==> config.mk <==
export PLATFORM = sky130hd
export DESIGN_NAME = vertical_strip_frame_unpacker_top
export DESIGN_NICKNAME = d
export VERILOG_FILES = /design/src/sv/vsfu_pkg.sv /design/src/sv/vsfu_fifo.sv /design/src/sv/vsfu_front.sv /design/src/sv/vsfu_back.sv /design/src/sv/vertical_strip_frame_unpacker_top.sv
export SDC_FILE = /design/constraint.sdc
export NUM_CORES = 2
export LEC_CHECK = 0
export BUFFER_PORTS_ARGS = -buffer_cell sky130_fd_sc_hd__clkbuf_2
export CORE_ASPECT_RATIO = 1.25
export CORE_MARGIN = 8
export CORE_UTILIZATION = 45
export DETAILED_ROUTE_END_ITERATION = 10
export PLACE_DENSITY_LB_ADDON = 0.12
export SYNTH_ARGS = -nofsm -noshare
export SYNTH_HDL_FRONTEND = slang
export SYNTH_HIERARCHICAL = 1
export SYNTH_SLANG_ARGS = --single-unit
==> constraint.sdc <==
create_clock -name aclk -period 9.2 [get_ports aclk]
set_input_delay 1.84 -clock aclk [delete_from_list [all_inputs] [get_ports aclk]]
set_output_delay 1.84 -clock aclk [all_outputs]
set_load 0.02 [all_outputs]
==> src/sv/vsfu_pkg.sv <==
package vsfu_pkg;

    // framebuffer size in words; runs reaching it are dropped
    localparam logic [31:0] FB_WORDS = 32'd16384;

    localparam int unsigned IDX_W      = 14;
    localparam int unsigned DIM_W      = 11;
    localparam int unsigned ADDR_W     = 30;
    localparam int unsigned DIV_STEPS  = IDX_W;
    localparam logic [3:0]  DIV_LAST   = 4'(DIV_STEPS - 1);

    // configuration register indexes
    localparam logic [2:0] CFG_REMAP_MODE      = 3'd0;
    localparam logic [2:0] CFG_FRAME_BASE_WORD = 3'd1;
    localparam logic [2:0] CFG_DST_ROW_WORDS   = 3'd2;
    localparam logic [2:0] CFG_SRC_WIDTH_WORDS = 3'd3;
    localparam logic [2:0] CFG_SRC_HEIGHT_ROWS = 3'd4;

    // result kinds
    localparam logic [1:0] KIND_WRITE = 2'd0;
    localparam logic [1:0] KIND_END   = 2'd1;
    localparam logic [1:0] KIND_DROP  = 2'd2;

    typedef enum logic [1:0] {
        TOK_END,
        TOK_HDR,
        TOK_DATA
    } tok_kind_t;

    typedef struct packed {
        tok_kind_t   kind;
        logic [31:0] word;
    } tok_t;

    typedef struct packed {
        logic              remap_mode;
        logic [ADDR_W-1:0] frame_base_word;
        logic [DIM_W-1:0]  dst_row_words;
        logic [DIM_W-1:0]  src_width_words;
        logic [DIM_W-1:0]  src_height_rows;
    } cfg_t;

    typedef enum logic [1:0] {
        BK_IDLE,
        BK_DIV,
        BK_MUL,
        BK_CHK
    } bk_state_t;

endpackage

==> src/sv/vsfu_fifo.sv <==
module vsfu_fifo #(
    parameter int unsigned WIDTH = 34,
    parameter int unsigned DEPTH = 4
) (
    input  logic             aclk,
    input  logic             aresetn,
    input  logic             push,
    input  logic [WIDTH-1:0] wr_data,
    input  logic             pop,
    output logic [WIDTH-1:0] rd_data,
    output logic             full,
    output logic             empty
);

    localparam int unsigned AW = (DEPTH > 1) ? $clog2(DEPTH) : 1;
    localparam int unsigned CW = $clog2(DEPTH + 1);
    localparam logic [AW-1:0] PTR_LAST = AW'(DEPTH - 1);
    localparam logic [CW-1:0] CNT_FULL = CW'(DEPTH);

    logic [WIDTH-1:0] mem_reg [DEPTH];
    logic [AW-1:0]    wr_ptr_reg, wr_ptr_next;
    logic [AW-1:0]    rd_ptr_reg, rd_ptr_next;
    logic [CW-1:0]    cnt_reg, cnt_next;

    assign full    = (cnt_reg == CNT_FULL);
    assign empty   = (cnt_reg == '0);
    assign rd_data = mem_reg[rd_ptr_reg];

    always_comb begin
        wr_ptr_next = wr_ptr_reg;
        rd_ptr_next = rd_ptr_reg;
        cnt_next    = cnt_reg;
        if (push) begin
            wr_ptr_next = (wr_ptr_reg == PTR_LAST) ? '0 : wr_ptr_reg + 1'b1;
        end
        if (pop) begin
            rd_ptr_next = (rd_ptr_reg == PTR_LAST) ? '0 : rd_ptr_reg + 1'b1;
        end
        if (push && !pop) begin
            cnt_next = cnt_reg + 1'b1;
        end else if (pop && !push) begin
            cnt_next = cnt_reg - 1'b1;
        end
    end

    always_ff @(posedge aclk) begin
        if (!aresetn) begin
            wr_ptr_reg <= '0;
            rd_ptr_reg <= '0;
            cnt_reg    <= '0;
        end else begin
            wr_ptr_reg <= wr_ptr_next;
            rd_ptr_reg <= rd_ptr_next;
            cnt_reg    <= cnt_next;
        end
    end

    always_ff @(posedge aclk) begin
        if (push) begin
            mem_reg[wr_ptr_reg] <= wr_data;
        end
    end

endmodule

==> src/sv/vsfu_front.sv <==
module vsfu_front (
    input  logic          aclk,
    input  logic          aresetn,
    input  logic          s_tvalid,
    output logic          s_tready,
    input  logic [31:0]   s_tdata,
    input  logic          q_full,
    output logic          q_push,
    output vsfu_pkg::tok_t q_tok
);

    import vsfu_pkg::*;

    logic        in_run_reg, in_run_next;
    logic [16:0] left_reg, left_next;

    assign s_tready = !q_full;
    assign q_push   = s_tvalid && !q_full;

    always_comb begin
        in_run_next  = in_run_reg;
        left_next    = left_reg;
        q_tok.word   = s_tdata;
        q_tok.kind   = TOK_DATA;
        if (!in_run_reg) begin
            q_tok.kind = (s_tdata == '0) ? TOK_END : TOK_HDR;
        end
        if (q_push) begin
            if (!in_run_reg) begin
                if (s_tdata != '0) begin
                    in_run_next = 1'b1;
                    left_next   = {1'b0, s_tdata[31:16]} + 17'd1;
                end
            end else begin
                left_next = left_reg - 17'd1;
                if (left_reg == 17'd1) begin
                    in_run_next = 1'b0;
                end
            end
        end
    end

    always_ff @(posedge aclk) begin
        if (!aresetn) begin
            in_run_reg <= 1'b0;
            left_reg   <= '0;
        end else begin
            in_run_reg <= in_run_next;
            left_reg   <= left_next;
        end
    end

endmodule

==> src/sv/vsfu_back.sv <==
module vsfu_back (
    input  logic                aclk,
    input  logic                aresetn,
    input  vsfu_pkg::cfg_t      cfg,
    input  vsfu_pkg::tok_t      tok,
    input  logic                tok_avail,
    output logic                tok_pop,
    output logic                m_valid,
    input  logic                m_ready,
    output logic [1:0]          m_kind,
    output logic [29:0]         m_addr,
    output logic [31:0]         m_data
);

    import vsfu_pkg::*;

    bk_state_t   state_reg, state_next;

    logic [21:0] total_reg;
    logic [15:0] cnt1_reg, cnt1_next;
    logic [13:0] quo_reg, quo_next;
    logic [10:0] rem_reg, rem_next;
    logic [3:0]  div_cnt_reg, div_cnt_next;
    logic [25:0] rel_reg, rel_next;
    logic [26:0] prod_reg, prod_next;
    logic [29:0] cur_reg, cur_next;
    logic        bad_reg, bad_next;

    logic        m_valid_reg, m_valid_next;
    logic [1:0]  m_kind_reg, m_kind_next;
    logic [29:0] m_addr_reg, m_addr_next;
    logic [31:0] m_data_reg, m_data_next;

    logic        out_free;
    logic        is_hdr;
    logic [15:0] hdr_off;
    logic [13:0] hdr_idx;
    logic        hdr_bad;
    logic [11:0] trial;
    logic [11:0] diff;
    logic        trial_ge;
    logic [24:0] row_prod;
    logic [27:0] last_rel;

    assign out_free = !m_valid_reg || m_ready;
    assign is_hdr   = (tok.kind == TOK_HDR);
    assign tok_pop  = (state_reg == BK_IDLE) && tok_avail && (is_hdr || out_free);

    assign hdr_off  = tok.word[15:0];
    assign hdr_idx  = hdr_off[15:2] - 14'd1;
    assign hdr_bad  = (hdr_off < 16'd4)
                   || (cfg.remap_mode && ({8'd0, hdr_idx} >= total_reg));

    // restoring divide, one quotient bit per cycle
    assign trial    = {rem_reg, quo_reg[13]};
    assign trial_ge = (trial >= {1'b0, cfg.src_width_words});
    assign diff     = trial - {1'b0, cfg.src_width_words};

    assign row_prod = {11'd0, quo_reg} * {14'd0, cfg.dst_row_words};
    assign last_rel = {2'd0, rel_reg} + {1'b0, prod_reg};

    always_comb begin
        state_next = state_reg;
        unique case (state_reg)
            BK_IDLE: begin
                if (tok_avail && is_hdr) begin
                    if (hdr_bad) begin
                        state_next = BK_IDLE;
                    end else if (cfg.remap_mode) begin
                        state_next = BK_DIV;
                    end else begin
                        state_next = BK_MUL;
                    end
                end
            end
            BK_DIV: begin
                if (div_cnt_reg == DIV_LAST) begin
                    state_next = BK_MUL;
                end
            end
            BK_MUL: state_next = BK_CHK;
            BK_CHK: state_next = BK_IDLE;
            default: state_next = BK_IDLE;
        endcase
    end

    always_comb begin
        cnt1_next    = cnt1_reg;
        quo_next     = quo_reg;
        rem_next     = rem_reg;
        div_cnt_next = div_cnt_reg;
        rel_next     = rel_reg;
        prod_next    = prod_reg;
        cur_next     = cur_reg;
        bad_next     = bad_reg;
        m_valid_next = m_valid_reg && !m_ready;
        m_kind_next  = m_kind_reg;
        m_addr_next  = m_addr_reg;
        m_data_next  = m_data_reg;
        unique case (state_reg)
            BK_IDLE: begin
                if (tok_pop) begin
                    unique case (tok.kind)
                        TOK_HDR: begin
                            cnt1_next    = tok.word[31:16];
                            quo_next     = hdr_idx;
                            rem_next     = '0;
                            div_cnt_next = '0;
                            cur_next     = '0;
                            bad_next     = hdr_bad;
                        end
                        TOK_END: begin
                            m_valid_next = 1'b1;
                            m_kind_next  = KIND_END;
                            m_addr_next  = '0;
                            m_data_next  = '0;
                        end
                        default: begin
                            m_valid_next = 1'b1;
                            m_data_next  = tok.word;
                            if (bad_reg) begin
                                m_kind_next = KIND_DROP;
                                m_addr_next = '0;
                            end else begin
                                m_kind_next = KIND_WRITE;
                                m_addr_next = cfg.frame_base_word + cur_reg;
                            end
                            cur_next = cur_reg + {19'd0, cfg.dst_row_words};
                        end
                    endcase
                end
            end
            BK_DIV: begin
                quo_next     = {quo_reg[12:0], trial_ge};
                rem_next     = trial_ge ? diff[10:0] : trial[10:0];
                div_cnt_next = div_cnt_reg + 4'd1;
            end
            BK_MUL: begin
                // quotient is the source row in remap mode, the index otherwise
                rel_next  = cfg.remap_mode ? ({1'b0, row_prod} + {15'd0, rem_reg})
                                           : {12'd0, quo_reg};
                prod_next = {11'd0, cnt1_reg} * {16'd0, cfg.dst_row_words};
            end
            BK_CHK: begin
                bad_next = ({4'd0, last_rel} >= FB_WORDS);
                cur_next = {4'd0, rel_reg};
            end
            default: begin
                bad_next = bad_reg;
            end
        endcase
    end

    always_ff @(posedge aclk) begin
        if (!aresetn) begin
            state_reg   <= BK_IDLE;
            div_cnt_reg <= '0;
            cur_reg     <= '0;
            bad_reg     <= 1'b0;
            m_valid_reg <= 1'b0;
        end else begin
            state_reg   <= state_next;
            div_cnt_reg <= div_cnt_next;
            cur_reg     <= cur_next;
            bad_reg     <= bad_next;
            m_valid_reg <= m_valid_next;
        end
    end

    always_ff @(posedge aclk) begin
        total_reg  <= {11'd0, cfg.src_width_words} * {11'd0, cfg.src_height_rows};
        cnt1_reg   <= cnt1_next;
        quo_reg    <= quo_next;
        rem_reg    <= rem_next;
        rel_reg    <= rel_next;
        prod_reg   <= prod_next;
        m_kind_reg <= m_kind_next;
        m_addr_reg <= m_addr_next;
        m_data_reg <= m_data_next;
    end

    assign m_valid = m_valid_reg;
    assign m_kind  = m_kind_reg;
    assign m_addr  = m_addr_reg;
    assign m_data  = m_data_reg;

    a_no_pop_busy: assert property (@(posedge aclk) disable iff (!aresetn)
        state_reg != BK_IDLE |-> !tok_pop)
        else $error("queue popped during header work");

    a_div_done: assert property (@(posedge aclk) disable iff (!aresetn)
        (state_reg == BK_DIV && div_cnt_reg == DIV_LAST) |=> state_reg == BK_MUL)
        else $error("divide did not finish after its steps");

    a_drop_addr: assert property (@(posedge aclk) disable iff (!aresetn)
        (m_valid_reg && m_kind_reg == KIND_DROP) |-> m_addr_reg == '0)
        else $error("dropped write carries an address");

    a_end_zero: assert property (@(posedge aclk) disable iff (!aresetn)
        (m_valid_reg && m_kind_reg == KIND_END) |-> (m_addr_reg == '0 && m_data_reg == '0))
        else $error("frame end carries payload");

endmodule

==> src/sv/vertical_strip_frame_unpacker_top.sv <==
// channel   direction  ports                      content
// s_        in         s_tvalid/s_tready/s_tdata  stream word [31:0]
// m_        out        m_tvalid/m_tready          m_tuser kind, m_tdata addr+data
// cfg_      in         cfg_valid/cfg_ready        cfg_index, cfg_data
//
// data and end-marker words are taken by the back end only while its output is free
// a header is worked out through BK_MUL and BK_CHK, in remap mode first through BK_DIV
// (14-step divider); a header flagged on arrival stays in BK_IDLE
// the token queue keeps taking stream words while a header is worked out
// aresetn is synchronous; no clearing pass, the block is ready after reset
// a stall on m_ tready backs up through the queue to s_tready
module vertical_strip_frame_unpacker_top #(
    parameter int unsigned QUEUE_DEPTH = 4
) (
    input  logic        aclk,
    input  logic        aresetn,
    input  logic        s_tvalid,
    output logic        s_tready,
    input  logic [31:0] s_tdata,   // [31:0] word
    output logic        m_tvalid,
    input  logic        m_tready,
    output logic [1:0]  m_tuser,   // [1:0] kind
    output logic [63:0] m_tdata,   // [29:0] addr, [61:30] data, [63:62] zero
    input  logic        cfg_valid,
    output logic        cfg_ready,
    input  logic [2:0]  cfg_index,
    input  logic [31:0] cfg_data
);

    import vsfu_pkg::*;

    cfg_t        cfg_reg;
    tok_t        push_tok;
    tok_t        pop_tok;
    logic        q_push;
    logic        q_pop;
    logic        q_full;
    logic        q_empty;
    logic [1:0]  out_kind;
    logic [29:0] out_addr;
    logic [31:0] out_data;

    assign cfg_ready = 1'b1;

    always_ff @(posedge aclk) begin
        if (!aresetn) begin
            cfg_reg.remap_mode      <= 1'b0;
            cfg_reg.frame_base_word <= '0;
            cfg_reg.dst_row_words   <= 11'd16;
            cfg_reg.src_width_words <= 11'd16;
            cfg_reg.src_height_rows <= 11'd342;
        end else if (cfg_valid) begin
            unique case (cfg_index)
                CFG_REMAP_MODE:      cfg_reg.remap_mode      <= cfg_data[0];
                CFG_FRAME_BASE_WORD: cfg_reg.frame_base_word <= cfg_data[29:0];
                CFG_DST_ROW_WORDS:   cfg_reg.dst_row_words   <= cfg_data[10:0];
                CFG_SRC_WIDTH_WORDS: cfg_reg.src_width_words <= cfg_data[10:0];
                CFG_SRC_HEIGHT_ROWS: cfg_reg.src_height_rows <= cfg_data[10:0];
                default: begin
                end
            endcase
        end
    end

    vsfu_front u_front (
        .aclk     (aclk),
        .aresetn  (aresetn),
        .s_tvalid (s_tvalid),
        .s_tready (s_tready),
        .s_tdata  (s_tdata),
        .q_full   (q_full),
        .q_push   (q_push),
        .q_tok    (push_tok)
    );

    vsfu_fifo #(
        .WIDTH ($bits(tok_t)),
        .DEPTH (QUEUE_DEPTH)
    ) u_queue (
        .aclk    (aclk),
        .aresetn (aresetn),
        .push    (q_push),
        .wr_data (push_tok),
        .pop     (q_pop),
        .rd_data (pop_tok),
        .full    (q_full),
        .empty   (q_empty)
    );

    vsfu_back u_back (
        .aclk      (aclk),
        .aresetn   (aresetn),
        .cfg       (cfg_reg),
        .tok       (pop_tok),
        .tok_avail (!q_empty),
        .tok_pop   (q_pop),
        .m_valid   (m_tvalid),
        .m_ready   (m_tready),
        .m_kind    (out_kind),
        .m_addr    (out_addr),
        .m_data    (out_data)
    );

    assign m_tuser = out_kind;
    assign m_tdata = {2'b00, out_data, out_addr};

endmodule

Word-level counts from Yosys, hierarchy flattened
Memories as Yosys holds them, arrays and structs flattened. A register that Yosys moved wholly into a read port is not among the register bits.
Cells that the tools add are included.
{"block": "totals", "ff_bits": 307, "mem_bits_rw": 136, "input_bits": 72, "out_inout_bits": 69, "mem_count": 1}
{"name": "u_queue.mem_reg", "depth": 4, "width": 34, "read_ports": 1, "rd_clocked_by_memory_dff": 1, "write_ports": 1, "line": "vsfu_fifo.sv:20", "rtl": "logic [WIDTH-1:0] mem_reg [DEPTH];"}
{"block": "classes", "addsub": 13, "mul": 3, "magnitude_cmp": 4, "n_eq_ne": 18, "mux": 45, "bitwise_logic": 1, "n_reduce_logical": 39}
{"operator": "case mux 30 bit (2 select lines)", "count": 3}
{"operator": "case mux 32 bit (2 select lines)", "count": 1}
{"operator": "2-to-1 mux 30 bit", "count": 2}
{"operator": "2-to-1 mux 14 bit", "count": 3}
{"operator": "2-to-1 mux 17 bit", "count": 2}
{"operator": "2-to-1 mux 11 bit", "count": 3}
{"operator": "logical NOT 32 bit", "count": 1}
{"operator": "nonzero test 32 bit", "count": 1}
{"operator": "adder 30 x 11 -> 30 bit", "count": 1}
{"operator": "adder 30 bit", "count": 1}
{"operator": "adder 26 x 27 -> 28 bit", "count": 1}
{"operator": ">= comparator 28 x 15 -> 1 bit, second input constant", "count": 1}
{"operator": "case mux 14 bit (2 select lines)", "count": 1}
{"operator": "multiplier 16 x 11 -> 27 bit", "count": 1}
{"operator": "adder 25 x 11 -> 26 bit", "count": 1}
{"operator": "multiplier 14 x 11 -> 25 bit", "count": 1}
{"operator": ">= comparator 14 x 22 -> 1 bit", "count": 1}
{"operator": "multiplier 11 x 11 -> 22 bit", "count": 1}
{"operator": "case mux 11 bit (2 select lines)", "count": 1}
{"operator": "2-to-1 mux 2 bit", "count": 10}
{"operator": "adder 16 x 1 -> 17 bit, second input constant", "count": 1}
{"operator": "equality test 17 x 1 -> 1 bit, second input constant", "count": 1}
{"operator": "subtractor 17 x 1 -> 17 bit, second input constant", "count": 1}
{"operator": "less-than comparator 16 x 3 -> 1 bit, second input constant", "count": 1}
{"operator": "other kinds (31)", "count": 82}

Depth between registers and ports, before layout
{"block": "logic_depth", "ltp_word": 7, "depth_mapped": 22, "mapped_depth_nobuf": 21}

By module
Netlist, hierarchy kept.
{"mod": "vsfu_back", "instances": 1, "cells_per_inst": 2978, "area_per_inst_um2": 27400.0, "seq_area_each_um2": 5945.7}
{"mod": "vsfu_fifo", "instances": 1, "cells_per_inst": 222, "area_per_inst_um2": 5412.7, "seq_area_each_um2": 4264.1}
{"mod": "vertical_strip_frame_unpacker_top", "instances": 1, "cells_per_inst": 258, "area_per_inst_um2": 2551.2, "seq_area_each_um2": 1281.2}
{"mod": "vsfu_front", "instances": 1, "cells_per_inst": 247, "area_per_inst_um2": 1819.2, "seq_area_each_um2": 360.3}

Worst setup path after synthesis
No wires, ideal clock.
{"block": "synth_path", "path_kind": "input -> register", "startpoint": "in m_tready", "endpoint": "reg u_back.m_addr_reg[0], in the netlist u_back/m_addr[0] (enable)", "t_arrival_ns": 6.240, "t_required_ns": 8.635, "setup_slack_ns": 2.396, "stages": 2, "cell_sequence": "nor2b_1 nor3_1"}
{"block": "synth_via", "elab_chain_len": 4}
{"item": "start, declared", "line": "vertical_strip_frame_unpacker_top.sv:21", "rtl": "input logic m_tready,"}
{"item": "logical OR 1 bit", "line": "vsfu_back.sv:45", "rtl": "assign out_free = !m_valid_reg || m_ready;"}
{"item": "logical OR 1 bit", "line": "vsfu_back.sv:47", "rtl": "assign tok_pop = (state_reg == BK_IDLE) && tok_avail && (is_hdr || out_free);"}
{"item": "logical AND 1 bit", "line": "vsfu_back.sv:47"}
{"item": "AND reduction 3 bit (no line)"}
{"item": "end signal, assigned", "line": "vsfu_back.sv:178", "rtl": "m_addr_reg <= m_addr_next;"}
{"item": "end, declared", "line": "vsfu_back.sv:31", "rtl": "logic [29:0] m_addr_reg, m_addr_next;"}
Every way passes these cells.
A chain may end at the register's enable or synchronous reset.

Worst setup path in the final report
{"block": "layout_path", "startpoint": "reg cfg_reg[31] (netlist name)", "endpoint": "reg u_back.rel_reg[25] (data pin)"}
{"block": "layout_via", "elab_chain_len": 2}
{"item": "start, declared", "line": "vertical_strip_frame_unpacker_top.sv:32", "rtl": "cfg_t cfg_reg;"}
{"item": "multiplier 14 x 11 -> 25 bit", "line": "vsfu_back.sv:59", "rtl": "assign row_prod = {11'd0, quo_reg} * {14'd0, cfg.dst_row_words};"}
{"item": "adder 25 x 11 -> 26 bit", "line": "vsfu_back.sv:140", "rtl": "rel_next = cfg.remap_mode ? ({1'b0, row_prod} + {15'd0, rem_reg})"}
{"item": "end signal, assigned", "line": "vsfu_back.sv:175", "rtl": "rel_reg <= rel_next;"}
{"item": "end, declared", "line": "vsfu_back.sv:24", "rtl": "logic [25:0] rel_reg, rel_next;"}
Every way passes these cells.

==> impl_metrics.env <==
export IMPL_worst_setup_path_type="register to register"
export IMPL_place_congestion=0.856
export IMPL_hold_buffers=0
export IMPL_multi_input_area_um2=22400
export IMPL_total_power_uw=8920
export IMPL_dieArea_um2=92100
export IMPL_cts_path_max_buffers=3
export IMPL_final_cells=4844
export IMPL_worstMarginPinSlew_ns=1.04
export IMPL_hold_path_end="cfg_reg[43]"
export IMPL_grt_pass1_wl_um=147000
export IMPL_clk_latency_ns=0.64
export IMPL_core_area_um2=82400
export IMPL_finalHoldViolCount=0
export IMPL_numPortBuffers=135
export IMPL_drtAntennaViolNets=0
export IMPL_drc=0
export IMPL_synth_edf_count=294
export IMPL_grt_use_total_pct=19.8
export IMPL_synth_top_area_cell="edfxtp_1"
export IMPL_avgSynthCellArea_um2=10.0
export IMPL_drt_initial_drc_count=1353
export IMPL_nets=4426
export IMPL_synth_commonest_cells="518 x inv_1, 457 x nand2_1, 329 x fa_1, 302 x ha_1, 294 x edfxtp_1"
export IMPL_max_cap_violations=0
export IMPL_fp_dieW_um=273
export IMPL_hold_depth=2
export IMPL_hpwl_um=68100
export IMPL_synth_warnings=6
export IMPL_largest_reg_flops=136
export IMPL_worstHoldStart="cfg_reg[43]"
export IMPL_wl_per_cell_um=18.7
export IMPL_cts_reportedPaths_clkPinSlew_ns=0.06
export IMPL_seq_area_frac_synth_pct=31.9
export IMPL_num_rows=118
export IMPL_fin_hold_ws_ns=0.464
export IMPL_vias=25700
export IMPL_cts_resized=0
export IMPL_ff2ff_path_depth=18
export IMPL_reg2reg_setup_slack_ns=2.82
export IMPL_ys_types=96
export IMPL_fillers=7773
export IMPL_endpoint_kind="register"
export IMPL_outcome="finished clean"
export IMPL_slew_violations=0
export IMPL_cts_max_level=2
export IMPL_netlist_area_um2=37200
export IMPL_maxClockFrequency_ghz=0.157
export IMPL_critPathRequiredTime_ns=9.58
export IMPL_netlist_instances=3705
export IMPL_startpoint_type="register"
export IMPL_clock_root_buffer="clkbuf_16"
export IMPL_clock_skew_final_ns=0.0481
export IMPL_grt_antenna_before_repair=2
export IMPL_post_cts_buffers=0
export IMPL_dp_cells=4752
export IMPL_viasPerCell=5.31
export IMPL_critPathMaxFanout=17
export IMPL_r2r_start="cfg_reg[31]"
export IMPL_setup_slack_ns=2.82
export IMPL_powerDensity_nw_per_um2=223
export IMPL_synth_async_reset_ratio_pct=0
export IMPL_initial_core_util_pct=45.1
export IMPL_regArea_um2=11900
export IMPL_first_pass_iters=5
export IMPL_maxSlewHeadroom_pct=29.5
export IMPL_cts_tree="done"
export IMPL_synth_ff_latch_count=445
export IMPL_min_period_ns=6.38
export IMPL_ys_top_cells_by_area="edfxtp_1 24%, fa_1 18%, ha_1 10%"
export IMPL_setup_viol=0
export IMPL_worstPathArrival_ns=6.76
export IMPL_cts_sinks=445
export IMPL_p_leak_uw=0.0177
export IMPL_yosys_cell_count_top_type="inv_1"
export IMPL_hold_class="register to register"
export IMPL_numCtsBuffers=49
export IMPL_synth_top_area_share_pct=23.7
export IMPL_synth_main_ff_cell="edfxtp_1"
export IMPL_min_period_over_period_pct=69.3
export IMPL_rsz0062_at_grt="no"
export IMPL_drive_above_1_share_pct=8.98
export IMPL_ioPinCount=141
export IMPL_vdd_drop_max_mv=0.169
export IMPL_pre_cts_slack_ns=2.74
export IMPL_grt_ovfl_total=0
export IMPL_area_growth_pct=7.82
export IMPL_grt_pass1_vias=26900
export IMPL_tns_ns=0
export IMPL_grt_max_degree=66
export IMPL_r2r_end="u_back/rel_reg[25]"
export IMPL_wirelength_um=90600
export IMPL_die_h_um=337
export IMPL_diodes=0
-- routing by layer --
layer	vias up	track usage, %	wire length [um]
li1	12400	-	-
met1	12800	25.5	39900
met2	430	34.9	45000
met3	119	2.41	3110
met4	0	5.85	2690
met5	-	0	0
-- cell families after synthesis --
| kind of cell | Yosys count | synth area share (%) |
|---|---|---|
| DFF | 445 | 31.9 |
| adders and majority gates | 631 | 27.9 |
| muxes | 137 | 4.95 |
| buffers and inverters | 717 | 8.02 |
| and+or+nand+nor | 1161 | 15.5 |
| other | 2 | 0.0202 |
| AOI/OAI and AO/OA | 501 | 9.12 |
| xor gates and xnor gates | 111 | 2.61 |
-- stage by stage --
| step | utilization, % | cell area (um2) |
|---|---|---|
| after floorplan | - | 37200 |
| after global placement | 46.7 | 38400 |
| after detailed placement | 46.7 | 38400 |
| after CTS | 48.7 | 40100 |
| after global routing | 48.7 | 40100 |
| final | 48.7 | 40100 |
-- where the power goes --
part           leakage (uW)  total (uW)  switching, uW  internal, uW
Sequential          0.00397        3140            434          2700
Clock              0.000802        2000            865          1140
Combinational        0.0129        3780           2320          1460
Total                0.0177        8920           3620          5300
-- cells in the final DEF (no fill, tap or decap), types with 32 or more instances in the layout --
cell       instances
a21o_1            47
a21oi_1          123
and2_1           236
clkbuf_16         49
clkbuf_2         134
dfxtp_1          148
edfxtp_1         294
fa_1             329
ha_1             301
inv_1            518
mux2i_1           79
nand2_1          457
nand3_1           46
nor2_1           137
nor2b_1           45
nor3_1            57
o21a_1            32
o21ai_0           71
xnor2_1           77
xor2_1            34
-- worst max-delay path, stage by stage (launching register included) --
cell,delay [ns]
dfxtp_1,0.83
buf_4,0.38
and2_1,0.19
fa_1,0.45
fa_1,0.51
fa_1,0.53
fa_1,0.55
inv_1,0.06
fa_1,0.53
inv_1,0.04
ha_1,0.36
nand2_1,0.09
or3_1,0.35
a211oi_1,0.32
nor3_1,0.16
nor3_1,0.30
nor2_1,0.13
a31o_1,0.24
mux2i_1,0.11
-- worst max path at each step --
stage                start                  to  slack, ns
2_1_floorplan     m_tready    u_back/m_addr[0]       2.40
3_3_place_gp   cfg_reg[31]  u_back/rel_reg[25]       2.75
3_5_place_dp   cfg_reg[31]  u_back/rel_reg[25]       2.74
4_1_cts        cfg_reg[31]  u_back/rel_reg[25]       2.75
5_1_grt        cfg_reg[31]  u_back/rel_reg[25]       2.44
6_report       cfg_reg[31]  u_back/rel_reg[25]       2.82
-- area by class of cell --
type | count | area share (%)
multi-input combinational | 2544 | 55.9
sequential | 445 | 29.6
inverter | 519 | 4.86
tap | 1080 | 3.37
clock buffer | 64 | 3.28
timing repair buffer | 164 | 2.23
clock inverter | 28 | 0.830
Note: power is estimated with default switching activity, not from simulation.
